**config.mk**
```make
export PLATFORM = sky130hd
export DESIGN_NAME = difficulty_target_check
export DESIGN_NICKNAME = d
export VERILOG_FILES = /design/src/dtc_pkg.sv /design/src/dtc_datapath.sv /design/src/dtc_ctrl.sv /design/src/difficulty_target_check.sv
export SDC_FILE = /design/constraint.sdc
export NUM_CORES = 1
export LEC_CHECK = 0
export ABC_AREA = 0
export BUFFER_PORTS_ARGS = -buffer_cell sky130_fd_sc_hd__buf_2
export CORE_AREA = 3 3 232 212
export DETAILED_ROUTE_END_ITERATION = 10
export DIE_AREA = 0 0 235 215
export GPL_TIMING_DRIVEN = 0
export PLACE_DENSITY_LB_ADDON = 0.3
export SYNTH_ARGS = -nofsm -noshare
export SYNTH_HDL_FRONTEND = slang
export SYNTH_SLANG_ARGS = --single-unit
```
**constraint.sdc**
```tcl
create_clock -name i_clk -period 23.4 [get_ports i_clk]
set_clock_uncertainty 0.2 [all_clocks]
set_input_delay 3.51 -clock i_clk [delete_from_list [all_inputs] [get_ports i_clk]]
set_output_delay 3.51 -clock i_clk [all_outputs]
set_load 0.1 [all_outputs]
```
**src/dtc_pkg.sv**
```systemverilog
// ----------------------------------------------------------------------------
// dtc_pkg
// Shared types and constants for the difficulty target check block.
// ----------------------------------------------------------------------------
package dtc_pkg;

    localparam int WORD_W    = 64;
    localparam int TARGET_W  = 256;
    localparam int BIT_CNT_W = 8;
    localparam int ADDR_W    = 4;

    // 0xFFFF0000 * 1e9, placed at bit 192 of the dividend
    localparam logic [WORD_W-1:0] NUM_DIVIDEND  = 64'd4294901760 * 64'd1000000000;
    localparam logic [WORD_W-1:0] RESET_DIVISOR = 64'd1000000000;

    localparam logic REG_SCALED_DIFFICULTY = 1'b0;

    typedef enum logic [1:0] {
        IDX_WORD0 = 2'd0,
        IDX_WORD1 = 2'd1,
        IDX_WORD2 = 2'd2,
        IDX_WORD3 = 2'd3
    } t_word_idx;

    typedef enum logic [1:0] {
        CMP_EQUAL   = 2'd0,
        CMP_LESS    = 2'd1,
        CMP_GREATER = 2'd2
    } t_cmp;

    typedef enum logic {
        S_IDLE = 1'b0,
        S_DIV  = 1'b1
    } t_state;

    typedef struct packed {
        logic div_load;
        logic div_step;
        logic word_take;
    } t_dp_cmd;

    typedef struct packed {
        logic div_last;
        logic last_word;
    } t_dp_sts;

endpackage

```
**src/dtc_datapath.sv**
```systemverilog
// ----------------------------------------------------------------------------
// dtc_datapath
// Bit-serial restoring divider for the share target, target storage and the
// word-by-word hash compare with its result register.
// ----------------------------------------------------------------------------
module dtc_datapath
    import dtc_pkg::*;
(
    input  logic                i_clk,
    input  logic                i_rst_n,
    input  t_dp_cmd             i_cmd,
    output t_dp_sts             o_sts,
    input  logic [WORD_W-1:0]   i_divisor,
    input  logic [WORD_W-1:0]   i_hash_word,
    input  logic [1:0]          i_word_index,
    output logic                o_meets_target
);

    logic [WORD_W-1:0]    r_div;
    logic [WORD_W-1:0]    r_rem;
    logic [TARGET_W-1:0]  r_quo;
    logic [BIT_CNT_W-1:0] r_bit_cnt;
    t_cmp                 r_status;
    logic                 r_meets;

    logic                 num_bit;
    logic [WORD_W-1:0]    shifted;
    logic                 q_bit;
    logic [WORD_W-1:0]    target_word;
    t_cmp                 cur_status;
    t_cmp                 n_status;

    // dividend is nonzero only in its top word
    assign num_bit = (r_bit_cnt[BIT_CNT_W-1:BIT_CNT_W-2] == 2'b11) ?
                     NUM_DIVIDEND[r_bit_cnt[5:0]] : 1'b0;
    assign shifted = {r_rem[WORD_W-2:0], num_bit};
    assign q_bit   = r_rem[WORD_W-1] | ({1'b0, shifted} >= {1'b0, r_div});

    always_ff @(posedge i_clk) begin
        if (!i_rst_n) begin
            r_bit_cnt <= '0;
        end else if (i_cmd.div_load) begin
            r_bit_cnt <= '1;
        end else if (i_cmd.div_step) begin
            r_bit_cnt <= r_bit_cnt - 1'b1;
        end
    end

    always_ff @(posedge i_clk) begin
        if (i_cmd.div_load) begin
            r_div <= (i_divisor == '0) ? WORD_W'(1) : i_divisor;
            r_rem <= '0;
        end else if (i_cmd.div_step) begin
            r_rem <= q_bit ? (shifted - r_div) : shifted;
            r_quo <= {r_quo[TARGET_W-2:0], q_bit};
        end
    end

    always_comb begin
        case (t_word_idx'(i_word_index))
            IDX_WORD0: target_word = r_quo[255:192];
            IDX_WORD1: target_word = r_quo[191:128];
            IDX_WORD2: target_word = r_quo[127:64];
            IDX_WORD3: target_word = r_quo[63:0];
            default:   target_word = r_quo[63:0];
        endcase
    end

    always_comb begin
        cur_status = (i_word_index == IDX_WORD0) ? CMP_EQUAL : r_status;
        n_status   = cur_status;
        if (cur_status == CMP_EQUAL) begin
            if (i_hash_word < target_word) begin
                n_status = CMP_LESS;
            end else if (i_hash_word > target_word) begin
                n_status = CMP_GREATER;
            end
        end
    end

    always_ff @(posedge i_clk) begin
        if (!i_rst_n) begin
            r_status <= CMP_EQUAL;
        end else if (i_cmd.word_take) begin
            r_status <= (i_word_index == IDX_WORD3) ? CMP_EQUAL : n_status;
        end
    end

    always_ff @(posedge i_clk) begin
        if (i_cmd.word_take && (i_word_index == IDX_WORD3)) begin
            r_meets <= (n_status != CMP_GREATER);
        end
    end

    assign o_sts.div_last  = (r_bit_cnt == '0);
    assign o_sts.last_word = (i_word_index == IDX_WORD3);
    assign o_meets_target  = r_meets;

endmodule

```
**src/dtc_ctrl.sv**
```systemverilog
// ----------------------------------------------------------------------------
// dtc_ctrl
// Sequencer: starts a target rebuild after reset or a divisor write, runs
// the divider, then admits hash words and tracks the result valid flag.
// ----------------------------------------------------------------------------
module dtc_ctrl
    import dtc_pkg::*;
(
    input  logic    i_clk,
    input  logic    i_rst_n,
    input  logic    i_cfg_write,
    input  logic    i_valid,
    output logic    o_ready,
    output logic    o_valid,
    input  logic    i_ready,
    output t_dp_cmd o_cmd,
    input  t_dp_sts i_sts
);

    t_state r_state;
    t_state n_state;
    logic   r_stale;
    logic   n_stale;
    logic   r_out_valid;
    logic   in_ready;
    logic   take;

    always_ff @(posedge i_clk) begin
        if (!i_rst_n) begin
            r_state     <= S_IDLE;
            r_stale     <= 1'b1;
            r_out_valid <= 1'b0;
        end else begin
            r_state <= n_state;
            r_stale <= n_stale | i_cfg_write;
            if (take && i_sts.last_word) begin
                r_out_valid <= 1'b1;
            end else if (i_ready) begin
                r_out_valid <= 1'b0;
            end
        end
    end

    always_comb begin
        n_state  = r_state;
        n_stale  = r_stale;
        in_ready = 1'b0;
        o_cmd    = '0;
        case (r_state)
            S_IDLE: begin
                if (r_stale) begin
                    o_cmd.div_load = 1'b1;
                    n_stale        = 1'b0;
                    n_state        = S_DIV;
                end else begin
                    in_ready = !r_out_valid || i_ready;
                end
            end
            S_DIV: begin
                o_cmd.div_step = 1'b1;
                if (i_sts.div_last) begin
                    n_state = S_IDLE;
                end
            end
            default: begin
                n_state = S_IDLE;
            end
        endcase
        o_cmd.word_take = in_ready && i_valid;
    end

    assign take    = in_ready && i_valid;
    assign o_ready = in_ready;
    assign o_valid = r_out_valid;

endmodule

```
**src/difficulty_target_check.sv**
```systemverilog
// ----------------------------------------------------------------------------
// difficulty_target_check
// Share target test for a 256-bit hash against a target derived from the
// configured scaled difficulty.
// ----------------------------------------------------------------------------
// After reset or a write of scaled_difficulty the block rebuilds the target
// floor(0xFFFF * 2^208 * 1e9 / divisor) with a one-bit-per-cycle restoring
// divider and holds o_ready low meanwhile; a divisor of zero acts as one.
// Once the target is ready a hash word is taken every cycle, most significant
// word first, and one transfer on the output follows each word with index 3
// in the next cycle, reporting hash <= target. While a result waits, the
// input is held off unless that result is taken in the same cycle. The
// divisor sits at APB address 0, aliased across addresses 0 to 7.
// ----------------------------------------------------------------------------
module difficulty_target_check
    import dtc_pkg::*;
(
    input  logic                i_clk,
    input  logic                i_rst_n,
    input  logic                psel,
    input  logic                penable,
    input  logic                pwrite,
    input  logic [ADDR_W-1:0]   paddr,
    input  logic [WORD_W-1:0]   pwdata,
    output logic [WORD_W-1:0]   prdata,
    output logic                pready,
    input  logic                i_valid,
    output logic                o_ready,
    input  logic [WORD_W-1:0]   i_hash_word,
    input  logic [1:0]          i_word_index,
    output logic                o_valid,
    input  logic                i_ready,
    output logic                o_meets_target
);

    logic [WORD_W-1:0] r_scaled_difficulty;
    logic              cfg_write;
    t_dp_cmd           dp_cmd;
    t_dp_sts           dp_sts;

    assign pready    = 1'b1;
    assign cfg_write = psel && penable && pwrite &&
                       (paddr[ADDR_W-1] == REG_SCALED_DIFFICULTY);

    always_ff @(posedge i_clk) begin
        if (!i_rst_n) begin
            r_scaled_difficulty <= RESET_DIVISOR;
        end else if (cfg_write) begin
            r_scaled_difficulty <= pwdata;
        end
    end

    assign prdata = (paddr[ADDR_W-1] == REG_SCALED_DIFFICULTY) ?
                    r_scaled_difficulty : '0;

    dtc_ctrl u_ctrl (
        .i_clk       (i_clk),
        .i_rst_n     (i_rst_n),
        .i_cfg_write (cfg_write),
        .i_valid     (i_valid),
        .o_ready     (o_ready),
        .o_valid     (o_valid),
        .i_ready     (i_ready),
        .o_cmd       (dp_cmd),
        .i_sts       (dp_sts)
    );

    dtc_datapath u_datapath (
        .i_clk          (i_clk),
        .i_rst_n        (i_rst_n),
        .i_cmd          (dp_cmd),
        .o_sts          (dp_sts),
        .i_divisor      (r_scaled_difficulty),
        .i_hash_word    (i_hash_word),
        .i_word_index   (i_word_index),
        .o_meets_target (o_meets_target)
    );

endmodule

```
Word-level counts from Yosys, hierarchy flattened

Memory sizes are Yosys's and may differ from the RTL's. A register that Yosys moved wholly into a read port is not among the register bits.
Cells that the tools add are included.

Register bits: 462
Latch bits: 0
Memory bits (writable): 0
ROM bits: 64
Bits of input ports: 141
Output and inout port bits: 68
Word-level logic and storage cells: 65
Memories kept: 1

$add $sub $neg: 2
$mul: 0
Divide/modulo/power cells: 0
Order comparisons: 4
Equality and inequality tests: 5
Shifts and indexed selects: 0
Muxes and demuxes: 24
Bitwise gates (word level): 5
Reductions and logical operators: 14

Memories:

| name             | words | bits a word | rd ports | clocked after Yosys merged registers in | write ports | RTL line           | source |
|---|---|---|---|---|---|---|---|
| (name not given) | 64    | 1           | 1        | 1                                       | 0           | dtc_datapath.sv:35 | `NUM_DIVIDEND[r_bit_cnt[5:0]] : 1'b0;` |

Operators with widths:

| cell                                                       | count |
|---|---|
| case mux 64 bit (4 select lines)                           | 1 |
| 2-to-1 mux 64 bit                                          | 2 |
| >= comparator 64 bit                                       | 1 |
| greater-than comparator 64 bit                             | 1 |
| logical NOT 64 bit                                         | 1 |
| less-than comparator 64 bit                                | 1 |
| subtractor 64 bit                                          | 1 |
| 2-to-1 mux 8 bit                                           | 2 |
| 2-to-1 mux 6 bit                                           | 2 |
| 2-to-1 mux 1 bit                                           | 11 |
| 2-to-1 mux 2 bit                                           | 5 |
| logical NOT 8 bit                                          | 1 |
| subtractor 8 x 1 -> 8 bit, second input constant           | 1 |
| less-than comparator 6 x 7 -> 1 bit, second input constant | 1 |
| == test 2 bit, second input constant                       | 3 |
| logical AND 1 bit                                          | 5 |
| logical NOT 2 bit                                          | 2 |
| nonzero test 2 bit                                         | 2 |
| NOT 1 bit                                                  | 3 |
| == test 2 x 1 -> 1 bit, second input constant              | 1 |
| inequality test 2 bit, second input constant               | 1 |
| OR 1 bit                                                   | 2 |
| case mux 1 bit (2 select lines)                            | 1 |
| AND reduction 2 bit                                        | 1 |
| other kinds (2)                                            | 2 |

Longest topological paths before layout

Gate-level depths: netlist (run 1).

Word-level depth: 7
Depth in mapped cells: 16
Depth with buffers taken out: 14

By module

A second synthesis (run 1) with hierarchy kept.

Cells, all modules: 2128
Area total of the unflattened synthesis: 23973.0 µm²

By module, submodules not included:

| module                  | times used | cells an instance | area an instance (µm²) | sequential area each (µm²) |
|---|---|---|---|---|
| dtc_datapath            | 1          | 1761              | 20757.4                | 11140.7 |
| difficulty_target_check | 1          | 352               | 3071.7                 | 1281.2 |
| dtc_ctrl                | 1          | 15                | 143.9                  | 60.1 |

Least setup slack after synthesis (run 1)

OpenSTA, ideal clock, no wires.

Path kind: input port to output port
From: input paddr[3]
To: output prdata[10]
Arrival time: 5.246 ns
Required time: 19.690 ns
Path slack: 14.444 ns
Cell stages on the path: 3
Buffers on the path: 2
Path through: clkbuf_1 > clkbuf_1 > nor2b_1

Longest elaborated chain between the ends: 1

RTL lines:

| element            | RTL line                      | source |
|---|---|---|
| start: declaration | difficulty_target_check.sv:23 | `input logic [ADDR_W-1:0] paddr,` |
| 2-to-1 mux 64 bit  | difficulty_target_check.sv:53 | `assign prdata = (paddr[ADDR_W-1] == REG_SCALED_DIFFICULTY) ?` |
| end: declaration   | difficulty_target_check.sv:25 | `output logic [WORD_W-1:0] prdata,` |

Every way passes these cells.

Worst setup path after layout (run 1)

From: input paddr[3]
To: output prdata[55]

The elaborated chain is that of the path after synthesis.

==> results summary, run 1 <==
The run finished with clean final reports. The library cells used most frequently in the layout, excluding fill and tap cells, are edfxtp_1 (321), nand2_1 (260), buf_2 (213). The wire length per cell after detailed routing came out at ~21 um. The count of TritonRoute iterations in the first routing pass came out at 5. In this run the critical register-to-register path is launched from u_datapath.r_bit_cnt[6].

For this configuration, the core starts out at a cell density of 0.501. The tightest min-delay check is of the register to register type. The TritonCTS sink count came out at around 460. The final cell utilization of the core is 0.577. The fraction of layout instances using a drive strength above 1 is 0.161.

The sum of routed wire length over all layers is 63300 um. The worst path required time is 19690 ps. Counting the fill cells in the layout gives 3854. The count of port buffers added during placement is ~200. The worst hold path passes through 0 cells. The endpoint identified for the worst register-to-register timing path is u_datapath.r_rem[22]. The area share of the leading cell type in the synthesized netlist came out at 0.412. Once the clock tree was built, the resizer swapped 0 gates to a different size. The total routing usage reported by global routing came out at 0.245. The core footprint is approximately 0.047 mm^2. Counting distinct cell types in the post-synthesis netlist gives 79. The number of top-level pins is between 200 and 250. CTS placed an instance of clkbuf_16 at the clock tree root.

The leftover overflow at the end of global routing came out at 0. Counting flops and latches in the post-synthesis netlist gives around 460. The number of standard cells in the final layout excluding fillers came out at slightly above 3000.

The max-cap check violation count came out at 0. In this run the register-to-register setup slack is 19040 ps. The number of nets in the finished design came out at roughly 2600. The via count of the first global-routing pass is about 17000. The leakage component of the power is 0.0109 uW. The hold buffer count at cts came out at 0. The H-tree depth came out at 2. For the pin with the worst max-slew slack, the measured transition is just under 1000 ps. The clock-pin slew on the worst setup and hold paths came out at around 60 ps. For the final routed database, the setup TNS stands at 0 ps. The number of cells on the worst reg-to-reg path came out at 15. The share of flip-flops with an asynchronous set or reset after synthesis is 0.

The maximum clock frequency came out at 112 MHz. Summed over all nets, the half-perimeter wirelength after detailed placement is 47100 um. The number of placement rows came out at 75. The horizontal extent of the die came out at 235 um. The count of final setup violators is 0. The detail route stage leaves a number of antenna-violating nets equal to 0. The post-route total power came out at 2760 uW.

The average footprint of a synthesized cell came out at 11.1 um^2. The final cycle utilization of the critical path came out at 0.383. The critical path in this run is classified as input pin to output port.

The power density over the cells came out at 103 mW/mm^2. The largest net degree at the start of global routing came out at 66. The synthesized area came out at roughly 0.023 mm^2. The number of pins with negative max-slew slack in the final report is 0.

The worst supply voltage drop on vdd is 60.3 uV. The clock latency on the worst-skew pair came out at just under 600 ps. The final weighted congestion in routability-driven placement is 0.939.

The gate count after technology mapping is between 2000 and 2500. The number of synthesis warnings came out at 0. Leaving out fill and tap cells, the most frequent cell in the layout is edfxtp_1. For the worst setup path, the data arrival time is ~5200 ps.

The via count is 17500. The die boundary height came out at roughly 220 um. The worst relative slew slack came out at 0.352. The category of the worst setup path capture point is an output port. The post-synthesis net count is 2376.

The biggest area contributor in the post-synthesis netlist is edfxtp_1. The worst setup path is launched from an input pin. The worst hold path terminates at u_datapath.r_quo[203].

The number of buffers on the longest clock path is 3. Setup repair after global routing left no endpoint under its margin. Of all nets on the critical path, the largest fanout is 10. By area the synthesized netlist is led by edfxtp_1 (41%), dfxtp_1 (12%), ha_1 (7.1%), mux4_2 (6.2%), nand2_1 (4.2%).

The worst hold path begins at u_datapath.r_quo[202]. The number of placed instances, taps included came out at 2927. The per-cell via count in the routed design is between 5 and 6. The die area came out at around 0.05 mm^2. The sequential element share of the synthesized area is 0.534. The number of endpoints with negative hold slack in the final report came out at 0. The number of DRC violations after detailed-routing iteration 0 is about 1800. Counting the buffers created by CTS gives 48. In the routed design, unresolved DRC markers number 0. The time the final worst path needs with I/O delays and setup came out at 8950 ps. Post-CTS timing repair inserted 0 buffers for setup.

The first global-routing pass estimated slightly below 100000 um of wire. The synthesis-to-finish area growth is 15.2%. The clock tree from TritonCTS is built. The initial antenna violation count came to 4.

The number of synthesized flops with an enable pin is around 320. The most used flip-flop cell after synthesis is edfxtp_1.
==> how the worst max path moves through the flow <==
stage / start / to / slack, ps / cells past startpoint
final: paddr[3] / prdata[55] / 14450 / 5
after detailed placement: paddr[3] / prdata[58] / 14470 / 5
after global placement: u_ctrl.r_state / u_datapath.r_quo[110] / 12180 / 3
after floorplan: paddr[3] / prdata[10] / 14440 / 3
after global routing: paddr[3] / prdata[56] / 14360 / 5
after CTS: paddr[3] / prdata[55] / 14440 / 5
==> cell families (layout without fill, tap and decap cells) <==
kind of cell | count (synthesis) | count (layout) | share of synthesized area
and+or+nand+nor | 557 | 557 | 0.114
DFF | 463 | 463 | 0.534
muxes | 98 | 98 | 0.0764
xor gates and xnor gates | 59 | 59 | 0.0221
adders and majority gates | 133 | 133 | 0.0715
AOI/OAI and AO/OA | 462 | 462 | 0.127
other | 1 | 4 | 0.000160
buffers and inverters | 329 | 627 | 0.0549
==> synthesized netlist by cell type, types with 22 or more instances <==
library cell / number
a21o_1: 65
a21oi_1: 164
clkbuf_1: 137
dfxtp_1: 142
edfxtp_1: 321
ha_1: 132
inv_1: 161
mux2i_1: 31
mux4_2: 64
nand2_1: 260
nand3_1: 31
nand4_1: 40
nor2_1: 57
nor2b_1: 71
nor3_1: 22
o21ai_0: 64
o21ai_1: 22
xnor2_1: 43
==> critical path, cell delays in order <==
cell,delay [ps]
buf_2,90
clkbuf_1,560
clkbuf_1,570
nor2b_1,140
buf_2,350
==> layer usage <==
layer | vias up | track usage | part of all wire
met5 | - | 0 | 0
met4 | 0 | 0.0679 | 0.026
met3 | 99 | 0.0569 | 0.091
met2 | 773 | 0.356 | 0.43
met1 | 8530 | 0.369 | 0.45
li1 | 8138 | - | -
==> final cells by class <==
class                           instances  area, um^2  share of cell area
Antenna cell                            3        7.51            0.000279
Buffer                                166         676              0.0251
Clock buffer                           64        1330              0.0495
Clock inverter                         25         279              0.0104
Inverter                              163         612              0.0227
Multi-Input combinational cell       1310        9620               0.357
Sequential cell                       463       12500               0.464
Tap cell                              616         771              0.0286
Timing Repair Buffer                  209        1140              0.0425
==> per-stage QoR <==
| stage | worst slack [ps] | hold WS [ps] | area (um^2) |
|---|---|---|---|
| 6_report | 14450 | 237 | 26900 |
| 5_1_grt | 14360 | 244 | 26900 |
| 4_1_cts | 14440 | 236 | 26900 |
| 3_5_place_dp | 14470 | 230 | 25300 |
| 3_3_place_gp | 12180 | 222 | 25200 |
| 2_1_floorplan | 14440 | 221 | 23400 |
==> state kept, by name, summed over array words and instances, names as in the netlist, named ones only <==
register                   count
u_datapath.r_quo             256
r_scaled_difficulty           64
u_datapath.r_status            2
u_ctrl.r_state                 1
u_datapath.r_div              64
u_ctrl.o_valid                 1
u_datapath.r_rem              64
u_ctrl.r_stale                 1
u_datapath.o_meets_target      1
u_datapath.r_bit_cnt           8
==> where the power goes <==
group,leakage (uW),switching (uW),internal (uW)
logic,0.00593,565,356
registers,0.00423,72.2,987
clock network,0.000780,325,458
No activity file was read; power rests on OpenSTA's default activity.
==> run 2, diff against run 1 <==
Clock period 23.4 ns to 8 ns, I/O delays scaled along.
==> run 2 against run 1 <==
- global-route usage decreased by 0.11 points
- hold slack got worse by 17 ps
- total power increased to 2.9 times the previous value
- clock power increased to 2.9 times the previous value
- sequential share of layout area increased by 0.086 points
- sequential power increased to 2.9 times the previous value
- first-iteration DRC count increased by 5.5%
- count of clock-buffer cells in the layout increased by 1
- cell area decreased by 0.19%
- critical path type is now input pin to register
- largest cell class unchanged
==> results summary, run 2 (synthesized netlist as in run 1, its figures left out) <==
The flow ran to the end, and the final reports show no timing, DRC or antenna violations. The number of buffers on the longest clock path is 3. The final cycle utilization of the critical path came out at 0.716. The critical path start-end classification is input pin to register. The die boundary height came out at 215 um.

The startpoint identified for the worst hold timing path is u_datapath.r_quo[187]. The library cell used most frequently in the layout, excluding fill and tap cells, is edfxtp_1. The die covers 0.0505 mm^2. The total of cells resized after clock tree synthesis is 0.

STA classifies the critical path startpoint as an input pin. In this run the cell area measured after placement is between 0.02 and 0.03 mm^2. Across the whole layout, storage elements account for 0.0125 mm^2. The via count came out at ~17000. In the layout the commonest cells are edfxtp_1 (321), nand2_1 (260), buf_2 (213).

Setup slack on the worst reg-to-reg path comes out at roughly 3700 ps. In this run the tool buffered the top-level ports with roughly 200 buffer cells. The wire length of the first global-routing pass came out at 97300 um.

The root buffer cell chosen for the clock tree is clkbuf_16. The initial antenna violation count is 0. Measured against its own limit, the worst slew margin works out to 0.375.

The synthesis-to-finish area growth is 15.0%. The effective utilization at floorplan is 0.501. The time the final worst path needs with I/O delays and setup is roughly 5700 ps. The clock latency on the worst-skew pair is ~600 ps. The final weighted congestion in routability-driven placement is roughly 0.95. The worst path required time is 8300 ps.

TritonCTS built the clock tree. The number of diodes added for antenna fixing is 0. The number of pins with negative max-slew slack in the final report is 0. The clock tree synthesis step divided the H-tree into 2 levels. The hold buffer count at cts is 0. The core footprint is 0.0466 mm^2.

The number of fill cells in the layout came out at roughly 3800. The number of cells traversed by the worst hold path is 0. The antenna violation net count after detailed routing is 0.

The final standard cell area without fillers came out at about 0.027 mm^2. For this run the aggregate overflow at the end of global routing stands at 0. The TritonCTS sink count is between 400 and 500. In this run, CTS created clock tree buffers numbering 47. The power density over the cells is 301 mW/mm^2. The register with the most flip-flops in the layout has 256 of them. The leakage component of the power is roughly 0.011 uW. The path with the worst hold slack has its endpoint at u_datapath.r_quo[188]. The sum of routed wire length over all layers is between 60000 and 70000 um. The largest driver fanout on the critical path is 10. The number of cells on the worst reg-to-reg path came out at 15. The horizontal extent of the die is between 200 and 250 um. The fraction of layout instances using a drive strength above 1 came out at 0.159. u_datapath.r_quo holds more flip-flops than any other register. The slew at the pin with the worst max-slew slack is just over 900 ps. The number of placement rows came out at 75.

The area of the multi-input gates came out at between 0.009 and 0.01 mm^2. For this run, the post-layout net count is about 2600. The clock-pin slew on the worst setup and hold paths is around 60 ps. The worst-case IR drop observed on VDD is ~170 uV. Across the run, the number of max-cap violations was 0.

The classification of the worst-slack hold path is register to register. The number of endpoints with negative hold slack in the final report is 0. The maximum clock frequency came out at approximately 170 MHz. Pin placement for this block handled roughly 210 I/O pins. The largest net degree at the start of global routing is 89. The via count of the first global-routing pass came out at 17100. The count of final setup violators is 0. The number of remaining DRC errors came out at 0. The wire length per cell after detailed routing came out at ~21 um. The per-cell via count in the routed design is 5.81.

The number of DRC violations after detailed-routing iteration 0 is between 1500 and 2000. The worst endpoint data arrival time is between 6000 and 7000 ps. The worst register-to-register path begins at u_datapath.r_bit_cnt[6]. The setup fix buffers added after clock tree synthesis is 0. For this run, the total global-route usage over all layers was measured as 0.244. The post-detailed-placement half-perimeter wirelength is approximately 47000 um.

The post-route setup TNS came out at 0 ps. The count of TritonRoute iterations in the first routing pass came out at 7. In this run the critical register-to-register path is captured at u_datapath.r_rem[22]. The category of the worst setup path capture point is a register.

Setup repair after global routing left no endpoint under its margin. The worst hold-check slack is between 200 and 250 ps.
[run 2: changes by cell type in the layout (fill, tap and decap cells not counted), moves of 2 or more]
| cell | previous run | this run |
|---|---|---|
| bufinv_16 | 5 | 7 |
| clkbuf_1 | 146 | 150 |
| clkinvlp_4 | 3 | 0 |
| diode_2 | 3 | 0 |
[run 2: layout make-up]
type / instances / share of cell area
Buffer: 166 / 0.0254
Clock buffer: 65 / 0.0482
Clock inverter: 22 / 0.0117
Inverter: 163 / 0.0228
Multi-Input combinational cell: 1310 / 0.358
Sequential cell: 463 / 0.465
Tap cell: 616 / 0.0287
Timing Repair Buffer: 207 / 0.0408
[run 2: critical path: stages]
cell and delay [ps]:
buf_2 140, buf_1 590, buf_1 710, mux4_2 600
inv_1 80, ha_1 240, a21o_1 180, a21o_1 170
a21o_1 170, a21oi_1 130, o21ai_0 180, a21oi_1 320
o22ai_1 150, a2111oi_1 770, a21oi_1 150, a211oi_1 230
[run 2: metrics by stage]
stage | cells | setup slack (ps) | power [uW] | utilization
4_1_cts | 3012 | 2250 | 8080 | 0.576
6_report | 3012 | 2280 | 8090 | 0.576
2_1_floorplan | 2102 | 2760 | 5060 | -
5_1_grt | 3012 | 1940 | 8500 | 0.576
3_3_place_gp | 2922 | 1730 | 5720 | 0.540
3_5_place_dp | 2925 | 1650 | 5750 | 0.542
[run 2: how the worst max path moves through the flow]
stage / startpoint / slack, ps / end / cells after the start
finish: i_word_index[1] / 2280 / u_datapath.r_status[0] / 16
global route: i_word_index[1] / 1940 / u_datapath.r_status[0] / 16
global placement: i_word_index[1] / 1730 / u_datapath.r_status[0] / 16
detailed placement: i_word_index[1] / 1650 / u_datapath.r_status[0] / 16
CTS: i_word_index[1] / 2250 / u_datapath.r_status[0] / 16
floorplan: i_word_index[1] / 2760 / u_datapath.r_status[0] / 15
[run 2: per-layer routing]
| metal | routed length (um) | part of all wire | vias to the layer above | track usage |
|---|---|---|---|---|
| met5 | 0 | 0 | - | 0 |
| met3 | 5120 | 0.081 | 101 | 0.0442 |
| met1 | 29100 | 0.46 | 8550 | 0.371 |
| li1 | - | - | 8120 | - |
| met2 | 27500 | 0.44 | 725 | 0.361 |
| met4 | 1480 | 0.023 | 0 | 0.0657 |
[run 2: power breakdown]
group          switching, uW  internal [uW]  leakage (uW)
registers                208           2890       0.00423
logic                   1660           1040       0.00591
clock network            938           1360      0.000782
total                   2810           5290        0.0109
